File: src/design/arc_pose_step_and_lattice_index_macros.svh
// Assertion macros shared by the block.
`ifndef ARC_POSE_STEP_AND_LATTICE_INDEX_MACROS_SVH
`define ARC_POSE_STEP_AND_LATTICE_INDEX_MACROS_SVH

// Same-cycle implication, disabled during reset.
`define APSLI_ASSERT_IMP(label, clk, rst, ante, cons) \
   label: assert property (@(posedge clk) disable iff (rst) (ante) |-> (cons)) \
      else $error("apsli assertion failed");

// Next-cycle implication, checked during reset as well.
`define APSLI_ASSERT_NEXT(label, clk, ante, cons) \
   label: assert property (@(posedge clk) (ante) |=> (cons)) \
      else $error("apsli assertion failed");

`endif

File: src/design/apsli_pkg.sv
`default_nettype none
package apsli_pkg;

   localparam int CORDIC_ITERS      = 24;
   localparam int HEADING_BINS_DEF  = 64;
   localparam logic signed [33:0] CORDIC_GAIN = 34'sd652032874;

   localparam logic [1:0] TURN_STRAIGHT = 2'd0;
   localparam logic [1:0] TURN_LEFT     = 2'd1;
   localparam logic [1:0] TURN_RIGHT    = 2'd2;

   localparam logic [2:0] CSR_STEP_LENGTH    = 3'd0;
   localparam logic [2:0] CSR_TURN_RADIUS    = 3'd1;
   localparam logic [2:0] CSR_ARC_ANGLE      = 3'd2;
   localparam logic [2:0] CSR_ORIGIN_X       = 3'd3;
   localparam logic [2:0] CSR_ORIGIN_Y       = 3'd4;
   localparam logic [2:0] CSR_INV_RESOLUTION = 3'd5;
   localparam logic [2:0] CSR_GRID_WIDTH     = 3'd6;
   localparam logic [2:0] CSR_GRID_HEIGHT    = 3'd7;

   typedef struct packed {
      logic signed [33:0] x;
      logic signed [33:0] y;
      logic signed [33:0] z;
   } cordic_vec_type;

   typedef struct packed {
      logic signed [31:0] px;
      logic signed [31:0] py;
      logic [15:0]        nh;
      logic               arc;
      logic               flip0;
      logic               flip1;
      logic signed [31:0] mul_a;
   } side_type;

   function automatic logic signed [33:0] atan_entry(input int i);
      logic signed [33:0] r;
      begin
         case (i)
            0: r = 34'sd536870912;
            1: r = 34'sd316933406;
            2: r = 34'sd167458907;
            3: r = 34'sd85004756;
            4: r = 34'sd42667331;
            5: r = 34'sd21354465;
            6: r = 34'sd10679838;
            7: r = 34'sd5340245;
            8: r = 34'sd2670163;
            9: r = 34'sd1335087;
            10: r = 34'sd667544;
            11: r = 34'sd333772;
            12: r = 34'sd166886;
            13: r = 34'sd83443;
            14: r = 34'sd41722;
            15: r = 34'sd20861;
            16: r = 34'sd10430;
            17: r = 34'sd5215;
            18: r = 34'sd2608;
            19: r = 34'sd1304;
            20: r = 34'sd652;
            21: r = 34'sd326;
            22: r = 34'sd163;
            23: r = 34'sd81;
            default: r = 34'sd0;
         endcase
         return r;
      end
   endfunction

   // Angles in the second and third quadrant are folded by a half turn.
   function automatic logic heading_flip(input logic [15:0] h);
      return h[15] ^ h[14];
   endfunction

   function automatic cordic_vec_type cordic_init(input logic [15:0] h);
      cordic_vec_type v;
      logic [15:0] hz;
      begin
         hz = {h[15] ^ heading_flip(h), h[14:0]};
         v.x = CORDIC_GAIN;
         v.y = 34'sd0;
         v.z = signed'({{2{hz[15]}}, hz, 16'b0});
         return v;
      end
   endfunction

endpackage
`default_nettype wire

File: src/design/apsli_cordic_cell.sv
`default_nettype none
module apsli_cordic_cell #(
   parameter int ITER = 0
) (
   input  logic                     clock,
   input  logic                     reset,
   input  logic                     advance,
   input  logic                     valid_in,
   input  apsli_pkg::cordic_vec_type a_in,
   input  apsli_pkg::cordic_vec_type b_in,
   input  apsli_pkg::side_type      side_in,
   output logic                     valid_out,
   output apsli_pkg::cordic_vec_type a_out,
   output apsli_pkg::cordic_vec_type b_out,
   output apsli_pkg::side_type      side_out
);
   import apsli_pkg::*;

   logic           valid_ff;
   cordic_vec_type a_ff, a_in_rot;
   cordic_vec_type b_ff, b_in_rot;
   side_type       side_ff;

   // One micro-rotation toward zero residual angle.
   function automatic cordic_vec_type rotate(input cordic_vec_type v);
      cordic_vec_type r;
      begin
         if (v.z >= 0) begin
            r.x = v.x - (v.y >>> ITER);
            r.y = v.y + (v.x >>> ITER);
            r.z = v.z - atan_entry(ITER);
         end else begin
            r.x = v.x + (v.y >>> ITER);
            r.y = v.y - (v.x >>> ITER);
            r.z = v.z + atan_entry(ITER);
         end
         return r;
      end
   endfunction

   always_comb begin
      a_in_rot = rotate(a_in);
      b_in_rot = rotate(b_in);
   end

   always_ff @(posedge clock) begin
      if (reset) begin
         valid_ff <= 1'b0;
      end else if (advance) begin
         valid_ff <= valid_in;
      end
   end

   always_ff @(posedge clock) begin
      if (advance) begin
         a_ff    <= a_in_rot;
         b_ff    <= b_in_rot;
         side_ff <= side_in;
      end
   end

   assign valid_out = valid_ff;
   assign a_out     = a_ff;
   assign b_out     = b_ff;
   assign side_out  = side_ff;
endmodule
`default_nettype wire

File: config.mk
export PLATFORM = sky130hd
export DESIGN_NAME = apsli_cordic_cell
export DESIGN_NICKNAME = d
export VERILOG_FILES = /design/src/design/arc_pose_step_and_lattice_index_macros.svh /design/src/design/apsli_pkg.sv /design/src/design/apsli_cordic_cell.sv
export SDC_FILE = /design/constraint.sdc
export NUM_CORES = 1
export LEC_CHECK = 0
export BUFFER_PORTS_ARGS = -buffer_cell sky130_fd_sc_hd__clkbuf_2
export CAP_MARGIN = 25
export CELL_PAD_IN_SITES_DETAIL_PLACEMENT = 1
export CELL_PAD_IN_SITES_GLOBAL_PLACEMENT = 1
export CORE_AREA = 5 5 244 246
export DETAILED_ROUTE_END_ITERATION = 7
export DIE_AREA = 0 0 249 251
export PLACE_DENSITY = 0.85
export SKIP_CTS_REPAIR_TIMING = 1
export SLEW_MARGIN = 10
export SYNTH_ARGS = -nofsm -noshare
export SYNTH_HDL_FRONTEND = slang
export SYNTH_SLANG_ARGS = --single-unit
File: constraint.sdc
create_clock -name clock -period 6 [get_ports clock]
set_input_delay 0.9 -clock clock [delete_from_list [all_inputs] [get_ports clock]]
set_output_delay 0.9 -clock clock [all_outputs]
set_load 0.02 [all_outputs]
# Yosys cells after proc, flatten, opt, wreduce, memory -nomap -nowiden
# Cells that the tools add are included.
[totals] regBits=320 latch_bits=0 ram_bits=0 rom_bits=0 input_bits=323 out_inout_bits=320 wordCells=28 mem_count=0
[classes] add_sub_neg=10 n_mul=0 div_mod_pow=0 magnitude_cmp=2 eq_ne=0 shifts=0 mux=2 bitwise_logic=0 n_reduce_logical=0
[ops] cell="102-bit two-way mux" n=2
[ops] cell="34-bit subtractor" n=4
[ops] cell="34-bit by 31-bit adder with 34-bit output, second input constant" n=2
[ops] cell="34-bit adder" n=2
[ops] cell="34-bit by 1-bit greater-or-equal comparator with 1-bit output, second input constant" n=2
[ops] cell="34-bit by 31-bit subtractor with 34-bit output, second input constant" n=2

# Logic depth before layout (Yosys ltp)
[depth] depth_word=2 ltp_mapped=14 ltp_nobuf=12

# Worst setup path before layout
# No wires, ideal clock.
[synth_timing] kind="input to register" from="input a_in[33] (netlist name)" to="register a_ff (netlist bit a_out[33]) (data pin)" setup_ns=0.257 arrival_ns=3.284 required_ns=5.743 setup_slack_ns=2.460 stages=14 path_buffers=2 path_cell_list="inv_1 -> ha_1 -> nor4b_1 -> nand4_1 -> nor3_1 -> nor2_1 -> inv_2 -> clkbuf_1 -> buf_1 -> ha_1 -> a21oi_1 -> nor2_1 -> o211ai_1 -> nand2_1"
[synth_lines] item="from (decl)" line="apsli_cordic_cell.sv:9" source="input apsli_pkg::cordic_vec_type a_in,"
[synth_lines] item="to (signal assigned)" line="apsli_cordic_cell.sv:56" source="a_ff <= a_in_rot;"
[synth_lines] item="to (decl)" line="apsli_cordic_cell.sv:20" source="cordic_vec_type a_ff, a_in_rot;"

==> impl_metrics.json <==
{
  "finalSetupTns_ps": 0,
  "ys_types": 79,
  "synth-seq-area-share_pct": 44.4,
  "fp.coreArea_mm2": 0.0571,
  "rows": 88,
  "start_util_pct": 37.6,
  "slowest_stage": "a21boi_0",
  "cts_buffer_depth": 3,
  "worstSetupStartpoint": "a_in[56]",
  "holdPathStages": 1,
  "instances_no_fill": 3566,
  "r2r_start": "valid_out",
  "cts_sinks": 318,
  "endpoint_kind": "flop",
  "synth.most_common_cell": "edfxtp_1",
  "comb_power_share_pct": 29.7,
  "hpwl_um": 84100,
  "peakVddDrop_mv": 0.203,
  "worst_pin_slew_ps": 1000,
  "async_flop_share_pct": 0,
  "min_to": "side_out[78]",
  "overflow": 0,
  "fmax_mhz": 243,
  "wl_per_cell_um": 28.9,
  "synth_edf_count": 317,
  "drtAntennaViolNets": 0,
  "yosys-top-cells-count": "edfxtp_1, a21oi_1, inv_1, ha_1, nor2_1",
  "crit_fanout": 13,
  "startpoint_type": "input port",
  "drt_iter0_drc": 1789,
  "whs_ps": 484,
  "synth_top_area_share_pct": 44.3,
  "swShare_pct": 35.7,
  "cts-htree-levels": 2,
  "root_buffer": "clkbuf_16",
  "multi_input_area_mm2": 0.0108,
  "first_global_vias": 21071,
  "synth-seq-cells": 318,
  "place_inst": 3484,
  "clkPwrFrac_pct": 32.3,
  "regArea_mm2": 0.00954,
  "worst-path-buf-inv": 3,
  "grt_max_degree": 115,
  "cpLargestDelayFamily": "compound AO/OA/AOI/OAI gates",
  "areaGrowthSynthToFinish_pct": 24.8,
  "crit_top_cell": "inv_1",
  "die_width_um": 249,
  "clkTransAtPathRegs_ps": 60,
  "cts_buffers": 39,
  "critPathMaxStageDelay_ps": 790,
  "p_int_mw": 4.96,
  "power_mw": 7.72,
  "fin_crit_sh_pct": 68.6,
  "hold_violations": 0,
  "ys_warn_count": 0,
  "hp-class": "input port to flop",
  "synthTopCellsByArea": "edfxtp_1, ha_1, a21oi_1, xnor2_1, inv_1",
  "cts_tree": "yes",
  "io_buffers": 642,
  "cellPowerDensity_mw_per_mm2": 288,
  "die_h_um": 251,
  "crit_chain": "clkbuf_2 > inv_1 > ha_1 > inv_1 > nand2_1 > nor2_1 > nor4b_1 > nand4_1 > a21boi_0 > a221o_1 > a21oi_1 > xnor2_1",
  "synth.cell_area_mm2": 0.0215,
  "wirelength_um": 103000,
  "layout-drive-gt1-share_pct": 26.8,
  "r2r_end": "valid_out",
  "synth_top_cell_by_area": "edfxtp_1",
  "antenna_found_initial": 21,
  "arrival_ps": 4440,
  "relSlewSlack_pct": 33.2,
  "grt_pass1_wl_um": 147000,
  "grt_usage_pct": 31.3,
  "final_core_util_pct": 46.9,
  "nets": 3299,
  "power_frac_seq_pct": 38.1,
  "p_leak_nw": 12.0,
  "cap_violations": 0,
  "synthCells": 2145,
  "drc": 0,
  "reg2regPathDepth": 2,
  "p_sw_mw": 2.75,
  "clk_latency_ps": 580,
  "io_pins": 643,
  "vias": 20750,
  "rrSetupSlack_ps": 5360,
  "synth_nets": 2684,
  "skew_ps": 0,
  "via_per_inst": 5.82,
  "ys.flop_type": "edfxtp_1",
  "floorplan.die_area_mm2": 0.0625,
  "rsz0062_at_grt": "no",
  "drtPass1Iterations": 5,
  "postSynthAreaPerCell_um2": 10.0,
  "fin_crit_ps": 4120,
  "finalSetupViolCount": 0,
  "drv_slew": 0,
  "status": "complete, no violations",
  "crit_type": "input port to flop",
  "min-delay-start": "side_in[78]",
  "n_fill_cell": 6709,
  "gp_congestion": 1.10,
  "worstPathRequired_ps": 6320
}
==> logic make-up after synthesis <==
family                     Yosys count  share of synthesized area (%)
AOI/OAI and AO/OA                  661                           19.6
and+or+nand+nor                    477                           10.7
DFF                                318                           44.4
buffers and inverters              306                           5.47
adders and majority gates          216                           12.9
xor gates and xnor gates           135                           5.50
muxes                               32                           1.49
==> flip-flops by register name, summed over array words and instances (netlist names) <==
name and flops:
side_out 115, a_out 101, b_out 101, valid_out 1
==> cell usage in the layout, fill, tap and decap left out, types with 9 or more instances in the layout <==
cell type	n
o21ai_0	134
o21a_1	18
ha_1	208
diode_2	11
o211a_1	9
nor2_1	163
a211o_1	11
mux2i_1	32
clkbuf_2	641
nor3_1	40
or3_1	12
xor2_1	17
nor2b_1	21
edfxtp_1	317
inv_1	214
o31a_1	14
nand2_1	95
a21oi_1	227
o21bai_1	35
clkinv_1	9
o31ai_1	22
a211oi_1	22
nand4_1	27
a21o_1	40
buf_4	13
nor4_1	23
nand2b_1	23
a31oi_1	14
clkbuf_16	39
nand3_1	31
xnor2_1	118
o211ai_1	31
==> worst max path at each step <==
stage | depth (start not counted) | slack [ps] | endpoint
finish | 12 | 1880 | a_out[65]
global route | 12 | 1790 | a_out[98]
CTS | 12 | 2060 | a_out[65]
detailed placement | 12 | 1450 | a_out[65]
global placement | 11 | 1440 | b_out[64]
floorplan | 14 | 2460 | a_out[33]
==> power by group through the flow <==
stage                     Combinational (mW)  Sequential, mW  Clock, mW
after floorplan                        0.973            3.25          0
after global placement                  2.20            2.97          0
after detailed placement                2.25            2.97          0
after CTS                               2.27            2.93       2.54
after global routing                    2.42            2.95       2.64
final                                   2.29            2.94       2.49
==> metrics by stage <==
stage / instance area, µm² / setup WS (ps)
floorplan: 21500 / 2460
global placement: 25500 / 1440
detailed placement: 25500 / 1450
CTS: 26800 / 2060
global route: 26800 / 1790
finish: 26800 / 1880
==> area by class of cell <==
class                   count  area share (%)
inverters                 223            3.12
well taps                 765            3.57
clock inverters            24            1.18
repair buffers            657            12.5
multi-input cells        1521            40.2
diodes                     11           0.103
flip-flops and latches    318            35.6
clock buffers              47            3.75
==> layer usage <==
| layer | vias up | global-route usage (%) | routed length [µm] | share of wire (%) |
|---|---|---|---|---|
| li1 | 9027 | - | - | - |
| met1 | 10334 | 38.7 | 39800 | 39 |
| met2 | 1125 | 51.3 | 47900 | 46 |
| met3 | 248 | 7.39 | 9140 | 8.9 |
| met4 | 16 | 16.2 | 6360 | 6.2 |
| met5 | - | 0 | 105 | 0.10 |
(Power assumes the default switching activity.)
