**config.mk**
```make
export PLATFORM = sky130hd
export DESIGN_NAME = apsli_grid_axis
export DESIGN_NICKNAME = d
export VERILOG_FILES = /design/src/design/arc_pose_step_and_lattice_index_macros.svh /design/src/design/apsli_pkg.sv /design/src/design/apsli_grid_axis.sv
export SDC_FILE = /design/constraint.sdc
export NUM_CORES = 2
export LEC_CHECK = 0
export BUFFER_PORTS_ARGS = -buffer_cell sky130_fd_sc_hd__buf_2
export CORE_AREA = 8 8 339 341
export DETAILED_ROUTE_END_ITERATION = 8
export DIE_AREA = 0 0 347 349
export SETUP_SLACK_MARGIN = 0.4
export SLEW_MARGIN = 20
export SYNTH_ARGS = -nofsm -noshare
export SYNTH_HDL_FRONTEND = slang
export SYNTH_SLANG_ARGS = --single-unit
```
**constraint.sdc**
```tcl
create_clock -name clock -period 18.4 [get_ports clock]
set_clock_uncertainty 0.2 [all_clocks]
set_input_delay 4.6 -clock clock [delete_from_list [all_inputs] [get_ports clock]]
set_output_delay 4.6 -clock clock [all_outputs]
set_load 0.02 [all_outputs]
```
**src/design/arc_pose_step_and_lattice_index_macros.svh**
```systemverilog
// Assertion macros shared by the block.
`ifndef ARC_POSE_STEP_AND_LATTICE_INDEX_MACROS_SVH
`define ARC_POSE_STEP_AND_LATTICE_INDEX_MACROS_SVH

// Same-cycle implication, disabled during reset.
`define APSLI_ASSERT_IMP(label, clk, rst, ante, cons) \
   label: assert property (@(posedge clk) disable iff (rst) (ante) |-> (cons)) \
      else $error("apsli assertion failed");

// Next-cycle implication, checked during reset as well.
`define APSLI_ASSERT_NEXT(label, clk, ante, cons) \
   label: assert property (@(posedge clk) (ante) |=> (cons)) \
      else $error("apsli assertion failed");

`endif

```
**src/design/apsli_pkg.sv**
```systemverilog
`default_nettype none
package apsli_pkg;

   localparam int CORDIC_ITERS      = 24;
   localparam int HEADING_BINS_DEF  = 64;
   localparam logic signed [33:0] CORDIC_GAIN = 34'sd652032874;

   localparam logic [1:0] TURN_STRAIGHT = 2'd0;
   localparam logic [1:0] TURN_LEFT     = 2'd1;
   localparam logic [1:0] TURN_RIGHT    = 2'd2;

   localparam logic [2:0] CSR_STEP_LENGTH    = 3'd0;
   localparam logic [2:0] CSR_TURN_RADIUS    = 3'd1;
   localparam logic [2:0] CSR_ARC_ANGLE      = 3'd2;
   localparam logic [2:0] CSR_ORIGIN_X       = 3'd3;
   localparam logic [2:0] CSR_ORIGIN_Y       = 3'd4;
   localparam logic [2:0] CSR_INV_RESOLUTION = 3'd5;
   localparam logic [2:0] CSR_GRID_WIDTH     = 3'd6;
   localparam logic [2:0] CSR_GRID_HEIGHT    = 3'd7;

   typedef struct packed {
      logic signed [33:0] x;
      logic signed [33:0] y;
      logic signed [33:0] z;
   } cordic_vec_type;

   typedef struct packed {
      logic signed [31:0] px;
      logic signed [31:0] py;
      logic [15:0]        nh;
      logic               arc;
      logic               flip0;
      logic               flip1;
      logic signed [31:0] mul_a;
   } side_type;

   function automatic logic signed [33:0] atan_entry(input int i);
      logic signed [33:0] r;
      begin
         case (i)
            0: r = 34'sd536870912;
            1: r = 34'sd316933406;
            2: r = 34'sd167458907;
            3: r = 34'sd85004756;
            4: r = 34'sd42667331;
            5: r = 34'sd21354465;
            6: r = 34'sd10679838;
            7: r = 34'sd5340245;
            8: r = 34'sd2670163;
            9: r = 34'sd1335087;
            10: r = 34'sd667544;
            11: r = 34'sd333772;
            12: r = 34'sd166886;
            13: r = 34'sd83443;
            14: r = 34'sd41722;
            15: r = 34'sd20861;
            16: r = 34'sd10430;
            17: r = 34'sd5215;
            18: r = 34'sd2608;
            19: r = 34'sd1304;
            20: r = 34'sd652;
            21: r = 34'sd326;
            22: r = 34'sd163;
            23: r = 34'sd81;
            default: r = 34'sd0;
         endcase
         return r;
      end
   endfunction

   // Angles in the second and third quadrant are folded by a half turn.
   function automatic logic heading_flip(input logic [15:0] h);
      return h[15] ^ h[14];
   endfunction

   function automatic cordic_vec_type cordic_init(input logic [15:0] h);
      cordic_vec_type v;
      logic [15:0] hz;
      begin
         hz = {h[15] ^ heading_flip(h), h[14:0]};
         v.x = CORDIC_GAIN;
         v.y = 34'sd0;
         v.z = signed'({{2{hz[15]}}, hz, 16'b0});
         return v;
      end
   endfunction

endpackage
`default_nettype wire

```
**src/design/apsli_grid_axis.sv**
```systemverilog
`default_nettype none
module apsli_grid_axis (
   input  logic               clock,
   input  logic               advance,
   input  logic signed [31:0] pos,
   input  logic signed [31:0] origin,
   input  logic [31:0]        inv_resolution,
   input  logic [12:0]        n_eff,
   output logic               in_grid,
   output logic [11:0]        cell_idx
);
   import apsli_pkg::*;

   logic signed [32:0] off;
   logic        neg_ff, neg_in;
   logic        empty_ff, empty_in;
   logic [11:0] last_ff, last_in;
   logic [47:0] plo_ff, plo_in, phi_ff, phi_in;
   logic [63:0] scaled;
   logic [32:0] rounded;
   logic        inside_ff, inside_in;
   logic [11:0] cell_ff, cell_in;

   always_comb begin
      off      = 33'(pos) - 33'(origin);
      neg_in   = off[32];
      empty_in = (n_eff == 13'd0);
      last_in  = 12'(n_eff - 13'd1);
      plo_in   = 48'(off[15:0]) * 48'(inv_resolution);
      phi_in   = 48'(off[31:16]) * 48'(inv_resolution);
   end

   always_ff @(posedge clock) begin
      if (advance) begin
         neg_ff   <= neg_in;
         empty_ff <= empty_in;
         last_ff  <= last_in;
         plo_ff   <= plo_in;
         phi_ff   <= phi_in;
      end
   end

   // Scaled offset is Q32.32 cells; beyond the last cell is out of the grid.
   always_comb begin
      scaled    = {phi_ff, 16'b0} + 64'(plo_ff);
      inside_in = !neg_ff && !empty_ff &&
                  !((scaled[63:32] > 32'(last_ff)) ||
                    ((scaled[63:32] == 32'(last_ff)) && (scaled[31:0] != 32'd0)));
      rounded   = 33'((65'(scaled) + 65'h80000000) >> 32);
      if (rounded > 33'(last_ff)) begin
         cell_in = last_ff;
      end else begin
         cell_in = rounded[11:0];
      end
   end

   always_ff @(posedge clock) begin
      if (advance) begin
         inside_ff <= inside_in;
         cell_ff   <= cell_in;
      end
   end

   assign in_grid  = inside_ff;
   assign cell_idx = cell_ff;
endmodule
`default_nettype wire

```
=== Word-level counts from Yosys, hierarchy flattened ===
Index checks and enable logic that the tools add are counted.
W data, S select, Z words.

* Register bits after elaboration: 123
* Logic and storage cells: 26
* Input port bits: 111
* Output and inout port bits: 13

* Equality and inequality tests: 1
* $mul: 2
* $add $sub $neg: 4
* Reductions and logical operators: 9
* Multiplexer cells: 1
* Order comparisons: 2

{| class="wikitable"
|+ Operators with widths
! operator !! number
|-
| $mul A16 B32 Y48 || 2
|-
| $add A64 B32 Y65 const B || 1
|-
| $add A64 B48 Y64 || 1
|-
| $gt A33 B12 Y1 || 1
|-
| $sub A32 B32 Y33 || 1
|-
| $eq A32 B12 Y1 || 1
|-
| $gt A32 B12 Y1 || 1
|-
| $reduce_bool A32 Y1 || 1
|-
| $logic_not A13 Y1 || 1
|-
| $mux W12 || 1
|-
| $sub A12 B1 Y12 const B || 1
|-
| $logic_and A1 B1 Y1 || 3
|-
| $logic_not A1 Y1 || 3
|-
| $logic_or A1 B1 Y1 || 1
|}

=== Depth between registers and ports, before layout ===
* Word-level depth: 6
* Mapped depth: 45

=== Least setup slack after synthesis ===
Ideal clock, no wire load.

* Path kind: in2reg
* Start: input port pos[0]
* End: register phi_ff[47] (data pin)
* Cell stages on the path: 39
* Setup slack: 3.891 ns
* Arrival: 14.049 ns
* Setup time: 0.260 ns
* Buffers on the path: 2
* Cells stage by stage: inv_1 -> ha_1 -> fa_1 -> nor2b_1 -> o21ai_0 -> a21boi_0 -> o21ai_0 -> a21boi_0 -> o21ai_0 -> a21oi_1 -> o211ai_1 -> a311oi_1 -> o2111ai_1 -> a31oi_1 -> a41o_1 -> clkbuf_1 -> buf_1 -> nor4_1 -> (+3 left out) -> fa_1 -> fa_1 -> fa_1 -> fa_1 -> inv_1 -> ha_1 -> and3_1 -> a221o_1 -> a21oi_1 -> a31oi_1 -> a41o_1 -> o41a_1 -> a221o_1 -> a21oi_1 -> a21oi_1 -> a221o_1 -> a21oi_1 -> xnor2_1

* Word-level cells in the longest chain between the ends: 2

{| class="wikitable"
|+ RTL lines
! what !! RTL line !! RTL
|-
| start: declaration || apsli_grid_axis.sv:5 || <nowiki>input logic signed [31:0] pos,</nowiki>
|-
| $sub A32 B32 Y33 || apsli_grid_axis.sv:25 || <nowiki>off = 33'(pos) - 33'(origin);</nowiki>
|-
| $mul A16 B32 Y48 || apsli_grid_axis.sv:30 || <nowiki>phi_in = 48'(off[31:16]) * 48'(inv_resolution);</nowiki>
|-
| named net phi_in[47] || apsli_grid_axis.sv:18 || <nowiki>logic [47:0] plo_ff, plo_in, phi_ff, phi_in;</nowiki>
|-
| end signal: assignment || apsli_grid_axis.sv:39 || <nowiki>phi_ff <= phi_in;</nowiki>
|-
| end: declaration || apsli_grid_axis.sv:18 ||
|}

The timed path passes the listed nets, and every way through them passes these cells.
A chain may end at the register's enable or synchronous reset.

=== Final worst setup path ===
Same ends and word-level chain as after synthesis.

==> impl_metrics.yaml <==
finish:
  nNetsFinal: 6720
  proportion_of_layout_cells_with_a_drive_suffix_above_1: 0.0646
  final-instance-count-excl-fill: 6880
  area.growth.synth_to_final_pct: 5.12
  layout.core_utilization: 0.447
  fillers: 10800
synthesis:
  yosys-top-cells-count: "954 x inv_1, 934 x nand2_1, 838 x fa_1"
  synth-edff-count: 123
  synth.top_cell.area_share: 0.360
  yosys.cell_types.count: 91
  mappedNetlistArea_mm2: 0.0466
  cell_with_the_most_instances_after_synthesis: "inv_1"
  primary_flip_flop_cell_chosen_by_synthesis_mapping: "edfxtp_1"
  synth.largest_area_cell: "fa_1"
  syn_inst: 5606
  proportion_of_register_bits_with_asynchronous_set_or_reset_after_synthesis: 0
  synth.yosys.warnings: 0
  synthesis.nets: 6886
  synth.yosys.seq_area_share: 0.0793
  synthesis.area_per_instance_um2: 8.31
  ys_seq_elements: 123
  yosys-top-cells-area: "fa_1 36%, ha_1 8.9%, edfxtp_1 7.9%"
timing:
  setup_violation_total_in_the_final_timing_report: 0
  timing_hold_violations_final: 0
  highest_achievable_clock_rate_ghz: 0.0637
  final_max_slew_viols: 0
  setup_total_negative_slack_ps: 0
  final_min_period_ps: 15690
  holdWs_ps: 384
  worst-slew-pin-transition_ps: 1020
  maxSlewHeadroom: 0.314
  setup_repair_after_global_routing_missed_its_margin: "false"
  finalCritPeriodShare: 0.853
placement:
  post-place-cells: 6847
  place.detailed.hpwl_um: 104000
  globalplace.congestion: 0.889
  portBuffers: 123
grt:
  initial_antenna_violation_count: 4
  gr_met1_demand_resource: 0.340
  grt_max_degree: 81
  globalRoute.totalOverflow: 0
  global_routing_usage_on_met2: 0.355
  gr-usage-all-layers: 0.234
  via_count_of_the_first_global_routing_pass: 39000
  global_route.usage.met3: 0.0395
  grt_first_pass_wirelength_um: 225000
  grt.busiest_layer: "met2"
floorplan:
  initial_utilization: 0.425
  fp.dieArea_mm2: 0.121
  die_height_um: 349
  pin_count: 124
  coreArea_mm2: 0.110
  rows: 122
  floorplan.die.width_um: 347
clock_network:
  cts_sinks: 123
  cts-htree-levels: 4
  postCtsSetupBuffers: 0
  tritoncts_clock_tree: "yes"
  numCtsBuffers: 17
  cts.hold.buffers_added: 0
  clk_pin_slew_ps: 70
  ctsRootBufferMaster: "clkbuf_16"
  post_cts.resized_instances: 0
  worstSkewPairLatency_ps: 450
  clockBufferDepth: 2
route:
  route.detailed.vias_per_inst: 5.61
  detail_route.wirelength_um: 142000
  avgRoutedWirePerCell_um: 20.6
  drt_iter0_markers: 3164
  postRouteAntennaNets: 0
  num_vias: 38600
  dr_pass1_iterations: 6
  drc: 0
worst_setup_path:
  cp-endpoint: "phi_ff[47]"
  critPathMostFrequentCell: "fa_1"
  setup.worst_path.start: "pos[0]"
  timing.critical_path.to_type: "register"
  worstRegToRegCells: 23
  worst-endpoint-required_ps: 18380
  timing.rr.start: "plo_ff[20]"
  critical_path.max_fanout: 32
  worst_path_largest_cell_delay_ps: 870
  timing_worst_setup_path_type: "input pin to register"
  crit_slowest_cell: "a41o_1"
  timing.rr.end: "cell_idx[0]"
  crit_arrival_ps: 15660
  launching_element_type_of_the_critical_path: "input pin"
  timing.reg2reg.setup_slack_ps: 11340
worst_hold_path:
  min-delay-path-class: "register to register"
run:
  cap_viol_max_count: 0
status:
  outcome: "complete, no violations"
-- metal layers --
| metal | vias to the layer above | part of all wire |
|---|---|---|
| met1 | 19200 | 0.46 |
| met4 | 4 | 0.032 |
| met2 | 1624 | 0.42 |
| met3 | 219 | 0.087 |
| li1 | 17600 | - |
| met5 | - | 0.00019 |
-- worst max-delay path: cells and delay by family --
kind            cells  cell delay, ps
simple gates        3             560
compound gates     22            6120
xor+xnor            1              80
fa+ha+maj           9            3740
buf+inv             5             520
-- stage by stage --
step / setup slack [ps] / instance area [µm²]
final: 2710 / 49000
after global routing: 1900 / 49000
after CTS: 2720 / 49000
after detailed placement: 2260 / 48400
after global placement: 2390 / 48400
after floorplan: 3890 / 46600
-- how the worst min path moves through the flow --
| stage | from | endpoint | slack (ps) | depth (start not counted) |
|---|---|---|---|---|
| floorplan | last_ff[11] | cell_idx[11] | 340 | 1 |
| global placement | last_ff[3] | cell_idx[3] | 370 | 1 |
| detailed placement | last_ff[11] | cell_idx[11] | 370 | 1 |
| CTS | last_ff[1] | cell_idx[1] | 380 | 1 |
| global route | last_ff[9] | cell_idx[9] | 420 | 1 |
| finish | last_ff[11] | cell_idx[11] | 380 | 1 |
-- flip-flops by register name, summed over array words and instances (netlist names) --
name and cells:
last_ff 12, in_grid 1, plo_ff 48, neg_ff 1, empty_ff 1, phi_ff 48, cell_idx 12
-- final cells by class --
cell class	instances	area (µm²)	share of cell area
Clock inverter	15	171	0.00350
Antenna cell	1	2.50	0.0000511
Sequential cell	123	3690	0.0754
Tap cell	1426	1780	0.0364
Multi-Input combinational cell	4141	38100	0.778
Timing Repair Buffer	203	1220	0.0249
Clock buffer	17	425	0.00869
Inverter	954	3580	0.0731
-- layout by cell type, fill, tap and decap left out, types with 14 or more instances in the layout --
cell / count
inv_1: 954
nand2_1: 934
fa_1: 838
ha_1: 325
and2_1: 284
nor2_1: 201
a21oi_1: 157
nor2b_1: 141
edfxtp_1: 123
buf_2: 122
nand3_1: 111
o21ai_0: 95
xnor2_1: 93
buf_4: 81
nand4_1: 76
nor3_1: 74
a21o_1: 74
nand2b_1: 66
o211ai_1: 63
xor2_1: 54
a31oi_1: 41
a311oi_1: 38
o22ai_1: 36
a211oi_1: 26
o311ai_0: 25
o221ai_1: 23
or4b_2: 23
nor4_1: 22
a221oi_1: 21
o21a_1: 20
and3_1: 19
clkbuf_16: 17
or3_1: 15
xnor2_2: 14
o21bai_1: 14
-- cells by family after synthesis --
family / share of synthesized area
muxes: 0.00610
DFF: 0.0793
AOI/OAI and AO/OA: 0.109
xor gates and xnor gates: 0.0319
adders and majority gates: 0.449
and+or+nand+nor: 0.215
buffers and inverters: 0.109
Power is not shown: default switching activity piles up to over one toggle a cycle in this logic, so the estimate is an artifact.
